### src/psb_pkg.sv
// Shared types, constants and the pixel merge function of the page sprite blitter.
package psb_pkg;

  localparam int SCREEN_WIDTH  = 128;
  localparam int SCREEN_HEIGHT = 64;
  localparam int SCREEN_PAGES  = SCREEN_HEIGHT / 8;
  localparam int STORE_BYTES   = SCREEN_WIDTH * SCREEN_PAGES;
  localparam int STORE_AW      = $clog2(STORE_BYTES);

  // Signed copies of the screen limits at the width of the position math.
  localparam logic signed [17:0] SCREEN_W_S = 18'(SCREEN_WIDTH);
  localparam logic signed [17:0] SCREEN_H_S = 18'(SCREEN_HEIGHT);
  localparam logic signed [17:0] SCREEN_P_S = 18'(SCREEN_PAGES);

  // Depth of the queue between front and back; a power of two.
  localparam int QUEUE_DEPTH = 2;
  localparam int QPTR_W      = $clog2(QUEUE_DEPTH);
  localparam int QCNT_W      = $clog2(QUEUE_DEPTH + 1);

  localparam logic CMD_DRAW = 1'b0;
  localparam logic CMD_READ = 1'b1;

  localparam logic [2:0] MODE_OVERWRITE = 3'd0;
  localparam logic [2:0] MODE_OR        = 3'd1;
  localparam logic [2:0] MODE_ERASE     = 3'd2;
  localparam logic [2:0] MODE_EXT_MASK  = 3'd3;
  localparam logic [2:0] MODE_INT_MASK  = 3'd4;

  // Merge operations carried out by the back end.
  localparam logic [1:0] MRG_MASKED = 2'd0;
  localparam logic [1:0] MRG_OR     = 2'd1;
  localparam logic [1:0] MRG_ERASE  = 2'd2;

  typedef struct packed {
    logic               command;
    logic signed [15:0] pos_x;
    logic signed [15:0] pos_y;
    logic [7:0]         sprite_width;
    logic [7:0]         sprite_height;
    logic [7:0]         src_column;
    logic [4:0]         src_page;
    logic [7:0]         image_byte;
    logic [7:0]         mask_byte;
    logic [2:0]         mode;
    logic [9:0]         read_address;
  } psb_in_t;

  typedef struct packed {
    logic [7:0] read_data;
    logic [1:0] bytes_written;
  } psb_out_t;

  // One classified job as it travels from the front to the back.
  typedef struct packed {
    logic                is_read;
    logic                rd_ok;
    logic                lo_en;
    logic                hi_en;
    logic [STORE_AW-1:0] lo_addr;
    logic [STORE_AW-1:0] hi_addr;
    logic [15:0]         img;
    logic [15:0]         msk;
    logic [1:0]          op;
  } psb_job_t;

  function automatic logic [7:0] merge_byte(input logic [7:0] old_b,
                                            input logic [7:0] img_b,
                                            input logic [7:0] msk_b,
                                            input logic [1:0] op);
    logic [7:0] res;
    unique case (op)
      MRG_OR:    res = old_b | img_b;
      MRG_ERASE: res = old_b & ~img_b;
      default:   res = (old_b & ~msk_b) | img_b;
    endcase
    return res;
  endfunction

endpackage

### src/psb_queue.sv
// Short job queue between the front end and the back end.
module psb_queue (
  input  logic              clk,
  input  logic              rst_n,
  input  logic              push,
  input  psb_pkg::psb_job_t push_job,
  input  logic              pop,
  output psb_pkg::psb_job_t head_job,
  output logic              full,
  output logic              empty
);
  import psb_pkg::*;

  psb_job_t           slot_r [QUEUE_DEPTH];
  logic [QPTR_W-1:0]  wr_ptr_r, wr_ptr_nxt, rd_ptr_r, rd_ptr_nxt;
  logic [QCNT_W-1:0]  cnt_r, cnt_nxt;

  assign full     = cnt_r == QCNT_W'(QUEUE_DEPTH);
  assign empty    = cnt_r == '0;
  assign head_job = slot_r[rd_ptr_r];

  always_comb begin
    wr_ptr_nxt = push ? wr_ptr_r + 1'b1 : wr_ptr_r;
    rd_ptr_nxt = pop  ? rd_ptr_r + 1'b1 : rd_ptr_r;
    cnt_nxt    = cnt_r;
    if (push && !pop) begin
      cnt_nxt = cnt_r + 1'b1;
    end else if (pop && !push) begin
      cnt_nxt = cnt_r - 1'b1;
    end
  end

  always_ff @(posedge clk) begin
    if (!rst_n) begin
      wr_ptr_r <= '0;
      rd_ptr_r <= '0;
      cnt_r    <= '0;
    end else begin
      wr_ptr_r <= wr_ptr_nxt;
      rd_ptr_r <= rd_ptr_nxt;
      cnt_r    <= cnt_nxt;
    end
  end

  always_ff @(posedge clk) begin
    if (push) begin
      slot_r[wr_ptr_r] <= push_job;
    end
  end

endmodule

### config.mk
export PLATFORM = sky130hd
export DESIGN_NAME = psb_queue
export DESIGN_NICKNAME = d
export VERILOG_FILES = /design/src/psb_pkg.sv /design/src/psb_queue.sv
export SDC_FILE = /design/constraint.sdc
export NUM_CORES = 1
export LEC_CHECK = 0
export ABC_AREA = 0
export BUFFER_PORTS_ARGS = -buffer_cell sky130_fd_sc_hd__buf_2
export CORE_AREA = 2 2 107 83
export DETAILED_ROUTE_END_ITERATION = 10
export DIE_AREA = 0 0 109 85
export GPL_TIMING_DRIVEN = 0
export PLACE_DENSITY = 0.82
export SYNTH_ARGS = -nofsm -noshare
export SYNTH_HDL_FRONTEND = slang
export SYNTH_SLANG_ARGS = --single-unit
### constraint.sdc
create_clock -name clk -period 12.1 [get_ports clk]
set_input_delay 2.42 -clock clk [delete_from_list [all_inputs] [get_ports clk]]
set_output_delay 2.42 -clock clk [all_outputs]
set_load 0.05 [all_outputs]
==> out/qor.yml <==
period_needed_ns: 4.23
regToRegEndpoint: "slot_r[1][31]"
max_slew_margin_pct: 50.8
ir_worst_vdd_mv: 0.125
layout.cells.non_filler: 466
fin_crit_sh_pct: 35.0
worstSetupEndpoint: "head_job[25]"
cts_sinks: 121
drive_gt1_share_pct: 61.2
clk_path_buf_depth: 2
cp.arrival_ns: 1.81
dieArea_um2: 9270
clock_skew_ns: 0.0115
p_sw_share_pct: 25.8
remaining_drc_errors: 0
nFillCells: 520
core_um2: 8240
dieWidth_um: 109
ys_seq_area_share_pct: 81.4
clkPwrFrac_pct: 41.3
antenna_found_initial: 0
p_comb_share_pct: 14.6
cts_root_buf: "clkbuf_8"
dr.pass1.iters: 4
gp_congestion: 0.658
worstPathRequired_ns: 9.68
hold_viol: 0
worst_slew_pin_slew_ns: 0.738
p_sw_uw: 287
finalSetupTns_ns: 0
powerDensity_nw_per_um2: 193
p_leak_uw: 0.00222
worstReg2RegStart: "wr_ptr_r"
yosys_register_bits: 121
ant_nets: 0
post_drt_wl_per_cell_um: 16.1
cts_resized: 0
start_util_pct: 53.5
ctsHoldBuffers: 0
setup_viol: 0
clkTransAtPathRegs_ns: 0.06
cts_max_level: 4
synth_cell_types: 18
slowest_stage: "dfxtp_1"
grt_pass1_vias: 2481
internal_power_uw: 825
worst_slack_ns: 7.87
end_kind: "output port"
antenna_cells: 0
reg2reg_depth: 2
cp_common_cell: "buf_6"
cap_viol_max_count: 0
synth_warnings: 0
grt_start_max_net_pins: 31
dp_hpwl_um: 5100
cts_made_buffers: 17
hold_class: "flop to flop"
worst-path-max-fanout: 10
row_count: 29
drv_slew: 0
finalInstanceArea_um2: 5770
clock_latency_ns: 0.50
syn_avg_cell_area_um2: 21.8
outcome: "finished, final reports clean"
max_stage_delay_ns: 0.39
cts_tree: "built"
syn_inst: 202
ff2ff_setup_slack_ns: 10.44
finalNetCount: 408
dpl_cell_area_um2: 5220
wl_um: 7490
gr-total-overflow: 0
syn-num-nets: 265
viasPerCell: 4.96
crit_chain: "buf_6, buf_6, mux2_2, buf_2"
num_vias: 2313
mappedNetlistArea_um2: 4400
dpl_worst_slack_ns: 8.28
cts_setup_buffers: 0
die_y_um: 85
start_kind: "flop"
synthToLayoutAreaGrowth_pct: 31.1
num_io_pins: 122
rsz0062_at_grt: "false"
grt.total_usage_pct: 17.5
placedCellCount: 434
critical_path_class: "flop to output port"
portBuffers: 121
fmax_ghz: 0.236
detailedRoute.firstIterationViolations: 83
seqPwrFrac_pct: 44.1
grt_pass1_wl_um: 11700
## cells by family (layout without fill, tap and decap cells)
kind of cell | count (synthesis) | after routing | synth area share, %
simple gates | 9 | 9 | 1.28
xor+xnor | 3 | 3 | 0.597
fa+ha+maj | 1 | 1 | 0.284
buf+inv | 7 | 163 | 1.19
flops | 121 | 121 | 81.4
compound gates | 3 | 3 | 0.455
mux | 58 | 58 | 14.8
## how the worst min path moves through the flow
stage | startpoint | end | slack, ns | depth (start not counted)
after floorplan | cnt_r[1] | cnt_r[1] | 0.47 | 2
after global placement | cnt_r[1] | cnt_r[1] | 0.47 | 2
after detailed placement | cnt_r[1] | cnt_r[1] | 0.50 | 2
after CTS | cnt_r[1] | cnt_r[1] | 0.51 | 2
after global routing | cnt_r[1] | cnt_r[1] | 0.57 | 2
final | cnt_r[1] | cnt_r[1] | 0.50 | 2
## cell usage in the layout, fill, tap and decap left out
cell	Yosys	final
buf_2	3	124
edfxtp_1	116	116
mux2_2	57	57
clkbuf_16	0	16
dfxtp_1	5	5
clkinv_2	0	5
buf_6	3	3
and2_1	4	3
clkbuf_1	0	3
xor2_1	2	2
clkinvlp_4	0	2
bufinv_16	0	2
clkinv_4	0	2
buf_12	0	2
mux2_1	1	1
inv_1	1	1
nor2_1	1	1
and2b_2	1	1
and2_2	0	1
nor2b_4	0	1
xnor2_1	1	1
nor2b_1	2	1
o21a_1	1	1
o21ai_0	1	1
or3_1	1	1
a21boi_1	1	1
ha_1	1	1
clkbuf_8	0	1
inv_6	0	1
buf_16	0	1
## per-layer routing
| layer | GRT usage (%) | part of all wire [%] | vias to the layer above |
|---|---|---|---|
| met1 | 19.9 | 41 | 1120 |
| li1 | - | - | 1091 |
| met2 | 28.2 | 49 | 94 |
| met4 | 8.04 | 0.80 | 0 |
| met3 | 7.99 | 9.1 | 8 |
| met5 | 0 | 0 | - |
## state kept, by name, summed over array words and instances, names as in the netlist, named ones only
register / flops
cnt_r: 2
rd_ptr_r: 1
wr_ptr_r: 1
slot_r: 116
## stage by stage
| stage | utilization (%) | power [µW] | hold slack (ns) |
|---|---|---|---|
| 2_1_floorplan | - | 619 | 0.466 |
| 3_3_place_gp | 62.5 | 656 | 0.475 |
| 3_5_place_dp | 63.4 | 662 | 0.502 |
| 4_1_cts | 70.1 | 1120 | 0.510 |
| 5_1_grt | 70.1 | 1150 | 0.566 |
| 6_report | 70.1 | 1110 | 0.501 |
## worst max-delay path: cells and delay by family, from the launching register on
family / cells / cell delay, ns
buf+inv: 3 / 0.55
flops: 1 / 0.39
mux: 1 / 0.35
## synth_stat cells, drive strengths merged
library cell | number | area [µm²]
edfxtp | 116 | 3480
mux2 | 58 | 653
buf | 6 | 48.8
dfxtp | 5 | 100
and2 | 4 | 25.0
nor2b | 2 | 12.5
xor2 | 2 | 17.5
a21boi | 1 | 7.51
and2b | 1 | 8.76
ha | 1 | 12.5
inv | 1 | 3.75
nor2 | 1 | 3.75
o21a | 1 | 7.51
o21ai | 1 | 5.00
or3 | 1 | 6.26
xnor2 | 1 | 8.76
## power groups by stage
stage | Clock, µW | Sequential (µW) | Combinational (µW)
floorplan | 0 | 498 | 121
global placement | 0 | 499 | 157
detailed placement | 0 | 499 | 163
CTS | 469 | 490 | 164
global route | 489 | 492 | 171
finish | 459 | 490 | 162
## layout make-up
type	instances	area (µm²)	share of cell area [%]
buffer	6	48.8	0.845
inverter	1	3.75	0.0650
clock inverter	12	126	2.19
sequential	121	3580	62.1
tap	108	135	2.34
multi-input combinational	74	777	13.5
clock buffer	20	425	7.37
timing repair buffer	124	673	11.7
Power figures use the tool's default switching activity.
