<file path="config.mk">
export PLATFORM = sky130hd
export DESIGN_NAME = psb_front
export DESIGN_NICKNAME = d
export VERILOG_FILES = /design/src/psb_pkg.sv /design/src/psb_front.sv
export SDC_FILE = /design/constraint.sdc
export NUM_CORES = 1
export LEC_CHECK = 0
export ABC_AREA = 1
export BUFFER_PORTS_ARGS = -buffer_cell sky130_fd_sc_hd__buf_4
export CORE_UTILIZATION = 30
export DETAILED_ROUTE_END_ITERATION = 16
export GPL_ROUTABILITY_DRIVEN = 0
export GPL_TIMING_DRIVEN = 1
export PLACE_DENSITY = 0.55
export SLEW_MARGIN = 10
export SYNTH_ARGS = -nofsm -noshare
export SYNTH_HDL_FRONTEND = slang
export SYNTH_SLANG_ARGS = --single-unit
</file>
<file path="constraint.sdc">
create_clock -name vclk -period 2.4
set_clock_uncertainty 0.15 [all_clocks]
set_input_delay 0 -clock vclk [all_inputs]
set_output_delay 0 -clock vclk [all_outputs]
set_load 0.01 [all_outputs]
</file>
<file path="src/psb_pkg.sv">
// Shared types, constants and the pixel merge function of the page sprite blitter.
package psb_pkg;

  localparam int SCREEN_WIDTH  = 128;
  localparam int SCREEN_HEIGHT = 64;
  localparam int SCREEN_PAGES  = SCREEN_HEIGHT / 8;
  localparam int STORE_BYTES   = SCREEN_WIDTH * SCREEN_PAGES;
  localparam int STORE_AW      = $clog2(STORE_BYTES);

  // Signed copies of the screen limits at the width of the position math.
  localparam logic signed [17:0] SCREEN_W_S = 18'(SCREEN_WIDTH);
  localparam logic signed [17:0] SCREEN_H_S = 18'(SCREEN_HEIGHT);
  localparam logic signed [17:0] SCREEN_P_S = 18'(SCREEN_PAGES);

  // Depth of the queue between front and back; a power of two.
  localparam int QUEUE_DEPTH = 2;
  localparam int QPTR_W      = $clog2(QUEUE_DEPTH);
  localparam int QCNT_W      = $clog2(QUEUE_DEPTH + 1);

  localparam logic CMD_DRAW = 1'b0;
  localparam logic CMD_READ = 1'b1;

  localparam logic [2:0] MODE_OVERWRITE = 3'd0;
  localparam logic [2:0] MODE_OR        = 3'd1;
  localparam logic [2:0] MODE_ERASE     = 3'd2;
  localparam logic [2:0] MODE_EXT_MASK  = 3'd3;
  localparam logic [2:0] MODE_INT_MASK  = 3'd4;

  // Merge operations carried out by the back end.
  localparam logic [1:0] MRG_MASKED = 2'd0;
  localparam logic [1:0] MRG_OR     = 2'd1;
  localparam logic [1:0] MRG_ERASE  = 2'd2;

  typedef struct packed {
    logic               command;
    logic signed [15:0] pos_x;
    logic signed [15:0] pos_y;
    logic [7:0]         sprite_width;
    logic [7:0]         sprite_height;
    logic [7:0]         src_column;
    logic [4:0]         src_page;
    logic [7:0]         image_byte;
    logic [7:0]         mask_byte;
    logic [2:0]         mode;
    logic [9:0]         read_address;
  } psb_in_t;

  typedef struct packed {
    logic [7:0] read_data;
    logic [1:0] bytes_written;
  } psb_out_t;

  // One classified job as it travels from the front to the back.
  typedef struct packed {
    logic                is_read;
    logic                rd_ok;
    logic                lo_en;
    logic                hi_en;
    logic [STORE_AW-1:0] lo_addr;
    logic [STORE_AW-1:0] hi_addr;
    logic [15:0]         img;
    logic [15:0]         msk;
    logic [1:0]          op;
  } psb_job_t;

  function automatic logic [7:0] merge_byte(input logic [7:0] old_b,
                                            input logic [7:0] img_b,
                                            input logic [7:0] msk_b,
                                            input logic [1:0] op);
    logic [7:0] res;
    unique case (op)
      MRG_OR:    res = old_b | img_b;
      MRG_ERASE: res = old_b & ~img_b;
      default:   res = (old_b & ~msk_b) | img_b;
    endcase
    return res;
  endfunction

endpackage

</file>
<file path="src/psb_front.sv">
// Front end: accepts input words and turns them into store addresses, masks and enables.
module psb_front (
  input  logic              in_valid,
  output logic              in_stall,
  input  psb_pkg::psb_in_t  in_data,
  input  logic              q_full,
  input  logic              clearing,
  output logic              push,
  output psb_pkg::psb_job_t job
);
  import psb_pkg::*;

  logic signed [17:0] x_e, y_e, x_end, y_end, sx, base, base_hi;
  logic [2:0]  yoff;
  logic        mode_ok, size_ok, on_screen, src_ok, draw_ok, sx_ok, lo_ok, hi_ok;
  logic [15:0] msk_src;

  assign in_stall = q_full | clearing;
  assign push     = in_valid & ~in_stall;

  always_comb begin
    x_e     = {{2{in_data.pos_x[15]}}, in_data.pos_x};
    y_e     = {{2{in_data.pos_y[15]}}, in_data.pos_y};
    x_end   = x_e + $signed({10'd0, in_data.sprite_width});
    y_end   = y_e + $signed({10'd0, in_data.sprite_height});
    sx      = x_e + $signed({10'd0, in_data.src_column});
    // The top edge rounded down to a page is an arithmetic shift by three.
    base    = $signed({{5{in_data.pos_y[15]}}, in_data.pos_y[15:3]})
              + $signed({13'd0, in_data.src_page});
    base_hi = base + 18'sd1;
    yoff    = in_data.pos_y[2:0];

    mode_ok   = in_data.mode <= MODE_INT_MASK;
    size_ok   = (in_data.sprite_width != 8'd0) && (in_data.sprite_height != 8'd0);
    on_screen = (x_end > 18'sd0) && (x_e < SCREEN_W_S) &&
                (y_end > 18'sd0) && (y_e < SCREEN_H_S);
    src_ok    = (in_data.src_column < in_data.sprite_width) &&
                ({1'b0, in_data.src_page, 3'b000} < {1'b0, in_data.sprite_height});
    draw_ok   = (in_data.command == CMD_DRAW) && mode_ok && size_ok && on_screen && src_ok;

    sx_ok = (sx >= 18'sd0) && (sx < SCREEN_W_S);
    lo_ok = (base >= 18'sd0) && (base < SCREEN_P_S);
    hi_ok = (yoff != 3'd0) && (base_hi >= 18'sd0) && (base_hi < SCREEN_P_S);

    msk_src = (in_data.mode == MODE_OVERWRITE) ? 16'h00FF : {8'd0, in_data.mask_byte};

    job.is_read = (in_data.command == CMD_READ);
    job.rd_ok   = 32'(in_data.read_address) < STORE_BYTES;
    job.lo_en   = draw_ok && sx_ok && lo_ok;
    job.hi_en   = draw_ok && sx_ok && hi_ok;
    if (job.is_read) begin
      job.lo_addr = STORE_AW'(in_data.read_address);
    end else begin
      job.lo_addr = STORE_AW'(32'(base) * SCREEN_WIDTH + 32'(sx));
    end
    job.hi_addr = STORE_AW'(32'(base_hi) * SCREEN_WIDTH + 32'(sx));
    job.img     = {8'd0, in_data.image_byte} << yoff;
    job.msk     = msk_src << yoff;
    unique case (in_data.mode)
      MODE_OR:    job.op = MRG_OR;
      MODE_ERASE: job.op = MRG_ERASE;
      default:    job.op = MRG_MASKED;
    endcase
  end

endmodule

</file>
==> impl_metrics.csv <==
group,metric,value,unit
outcome,status,"finished clean",
placed_design,hpwl,11600,µm
timing,worst_slack,142,ps
critical_path,path_max_fanout,3,
critical_path,crit_cells,15,
final_layout,seq_cells,0,
grt,antenna_found_initial,0,
routing,wirelength,13400,µm
routing,post_drt_wl_per_cell,11.8,µm
pwr,pwr-share-seq,0,%
routing,dr.pass1.iters,4,
yosys,synth_cells,794,
yosys,yosysTopAreaCell,"nand2_1",
yosys,postSynthAreaPerCell,5.12,µm²
routing,drt-met1-wl,6360,µm
min_path,hold_path.class,"in -> out",
cts,hold_buffers,0,
die,start_util,30.7,%
placed_design,numPortBuffers,151,
pwr,p_clk_share,0,%
routing,wl_met2,6370,µm
routing,num_vias,5284,
critical_path,endpoint_kind,"primary output",
routing,drc,0,
critical_path,crit_type,"in -> out",
timing,period_minus_slack,2260,ps
final_layout,antenna_cells_inserted,0,
pwr,vdd_drop_max,0.125,mV
final_layout,design_area,5830,µm²
routing,drtIter0Drc,359,
critical_path,crit_buf_inv,3,
timing,hold_viol,0,
timing,finalSetupViolations,0,
yosys,ys.warnings.count,0,
die,die_y,118,µm
yosys,synth_cell_types,40,
grt,grt_pass1_vias,4900,
critical_path,critPathSlowestCell,"fa_2",
routing,ant_nets,0,
routing,wl_met3,508,µm
yosys,seq_area_frac_synth,0,%
grt,grt_pass1_wl,21900,µm
min_path,holdPathStages,3,
final_layout,drive_above_1_share,27.8,%
placed_design,place_ws,-14.1,ps
die,io_pins,154,
job,drv_cap,0,
critical_path,cp_top_family,"simple AND/OR/NAND/NOR gates",
routing,top_layer,"met4",
final_layout,area_growth,43.2,%
die,dieArea,14000,µm²
timing,post-route-period-util,94.1,%
critical_path,cp.arrival,2110,ps
pwr,p_comb_share,100.0,%
die,core_area,13200,µm²
critical_path,startpoint_type,"input port",
final_layout,regArea,0,µm²
critical_path,crit_top_cell,"nor2_1",
critical_path,path_cells,"buf_4, ha_1, fa_2, or2_2, nor2_1, nand3_1, nor2_1, nand3_1, nor2_1, nand3_2, nand2_1, inv_1, nand3_2, nor2_1, buf_4",
final_layout,layout.nets,1107,
min_path,worstHoldEndpoint,"job[1]",
yosys,synth_top_area_share,25.8,%
timing,tightest_slew,571,ps
critical_path,required,2250,ps
pwr,finalPower,1.39,mW
placed_design,dpl_cell_area,5540,µm²
yosys,synth_area,4070,µm²
pwr,internal_power,0.630,mW
grt,grt_usage,18.4,%
grt,grt_overflow_total,0,
critical_path,slowest_delay,410,ps
die,row_count,42,
timing,slew_headroom,61.7,%
final_layout,fillers,1506,
timing,drv_slew,0,
pwr,leakagePower,3.25,nW
yosys,netlist_top_cells_area,"nand2_1 (26%), ha_1 (14%), nand3_1 (11%)",
grt,grt_max_degree,23,
routing,vias_per_cell,4.65,
min_path,hp-start,"in_data[10]",
die,die_w,118,µm
pwr,swShare,54.6,%
final_layout,clockBufferCount,0,
timing,max_freq,443,MHz
final_layout,fin_util,44.0,%
pwr,power_density,238,nW/µm²
pwr,power_switching,0.757,mW
-- layout make-up --
| cell class | instances | area (µm²) | area share, % |
|---|---|---|---|
| Inverter | 118 | 443 | 7.60 |
| Multi-Input combinational cell | 661 | 3800 | 65.2 |
| Tap cell | 176 | 220 | 3.78 |
| Timing Repair Buffer | 181 | 1370 | 23.5 |
-- cell usage after synthesis, drive strengths merged (6+ instances only) --
cell type and n:
fa 6, nor2 83, o21ai 30, mux2i 6
a21oi 18, nand2 296, xor2 20, or2 7
inv 116, nand3 94, buf 8, nor3 18
clkbuf 8, nand4 15, ha 45
-- per-stage QoR --
step / hold WS, ps / cells / TNS, ps
after global routing: 113 / 1136 / -20.4
after CTS: 106 / 1132 / 0
after detailed placement: 105 / 1132 / -14.1
final: 105 / 1136 / 0
after floorplan: -99.3 / 795 / 0
after global placement: 101 / 1132 / -21.7
-- metal layers --
layer | vias up | track usage (%)
met4 | 0 | 1.98
met3 | 10 | 0.965
met1 | 2303 | 24.2
met5 | - | 0
li1 | 2862 | -
met2 | 109 | 34.1
-- placed cells by master, fill, tap and decap left out, drive strengths merged, types with 18 or more instances in the layout --
cell type	n
nor3	18
xor2	20
ha	45
nand2	296
inv	116
buf	181
a21oi	18
o21ai	30
nor2	83
nand3	94
-- cells by family after synthesis --
| kind of cell | share of synthesized area, % |
|---|---|
| compound gates | 8.34 |
| xor+xnor | 4.74 |
| fa+ha+maj | 16.8 |
| buf+inv | 12.8 |
| mux | 1.48 |
| other cells | 0.185 |
| simple gates | 55.6 |
-- power by group through the flow --
stage | sequential [mW] | clock [mW] | combinational, mW
finish | 0 | 0 | 1.39
global route | 0 | 0 | 1.56
global placement | 0 | 0 | 1.32
CTS | 0 | 0 | 1.33
detailed placement | 0 | 0 | 1.32
floorplan | 0 | 0 | 0.756
-- worst max path at each step --
stage	start	to	slack, ps
after floorplan	in_data[29]	job[54]	240
after global placement	in_data[29]	job[54]	-20
after detailed placement	in_data[29]	job[54]	-10
after CTS	in_data[29]	job[54]	2
after global routing	in_data[61]	job[54]	-20
final	in_data[42]	job[54]	140
-- what timing repair did --
item | CTS | global route
resized for setup | 7 | 54
buffers inserted | 0 | 4
pin swaps | 6 | 25
setup endpoints to repair | 2 | 5
No activity file was read; power rests on OpenSTA's default activity.
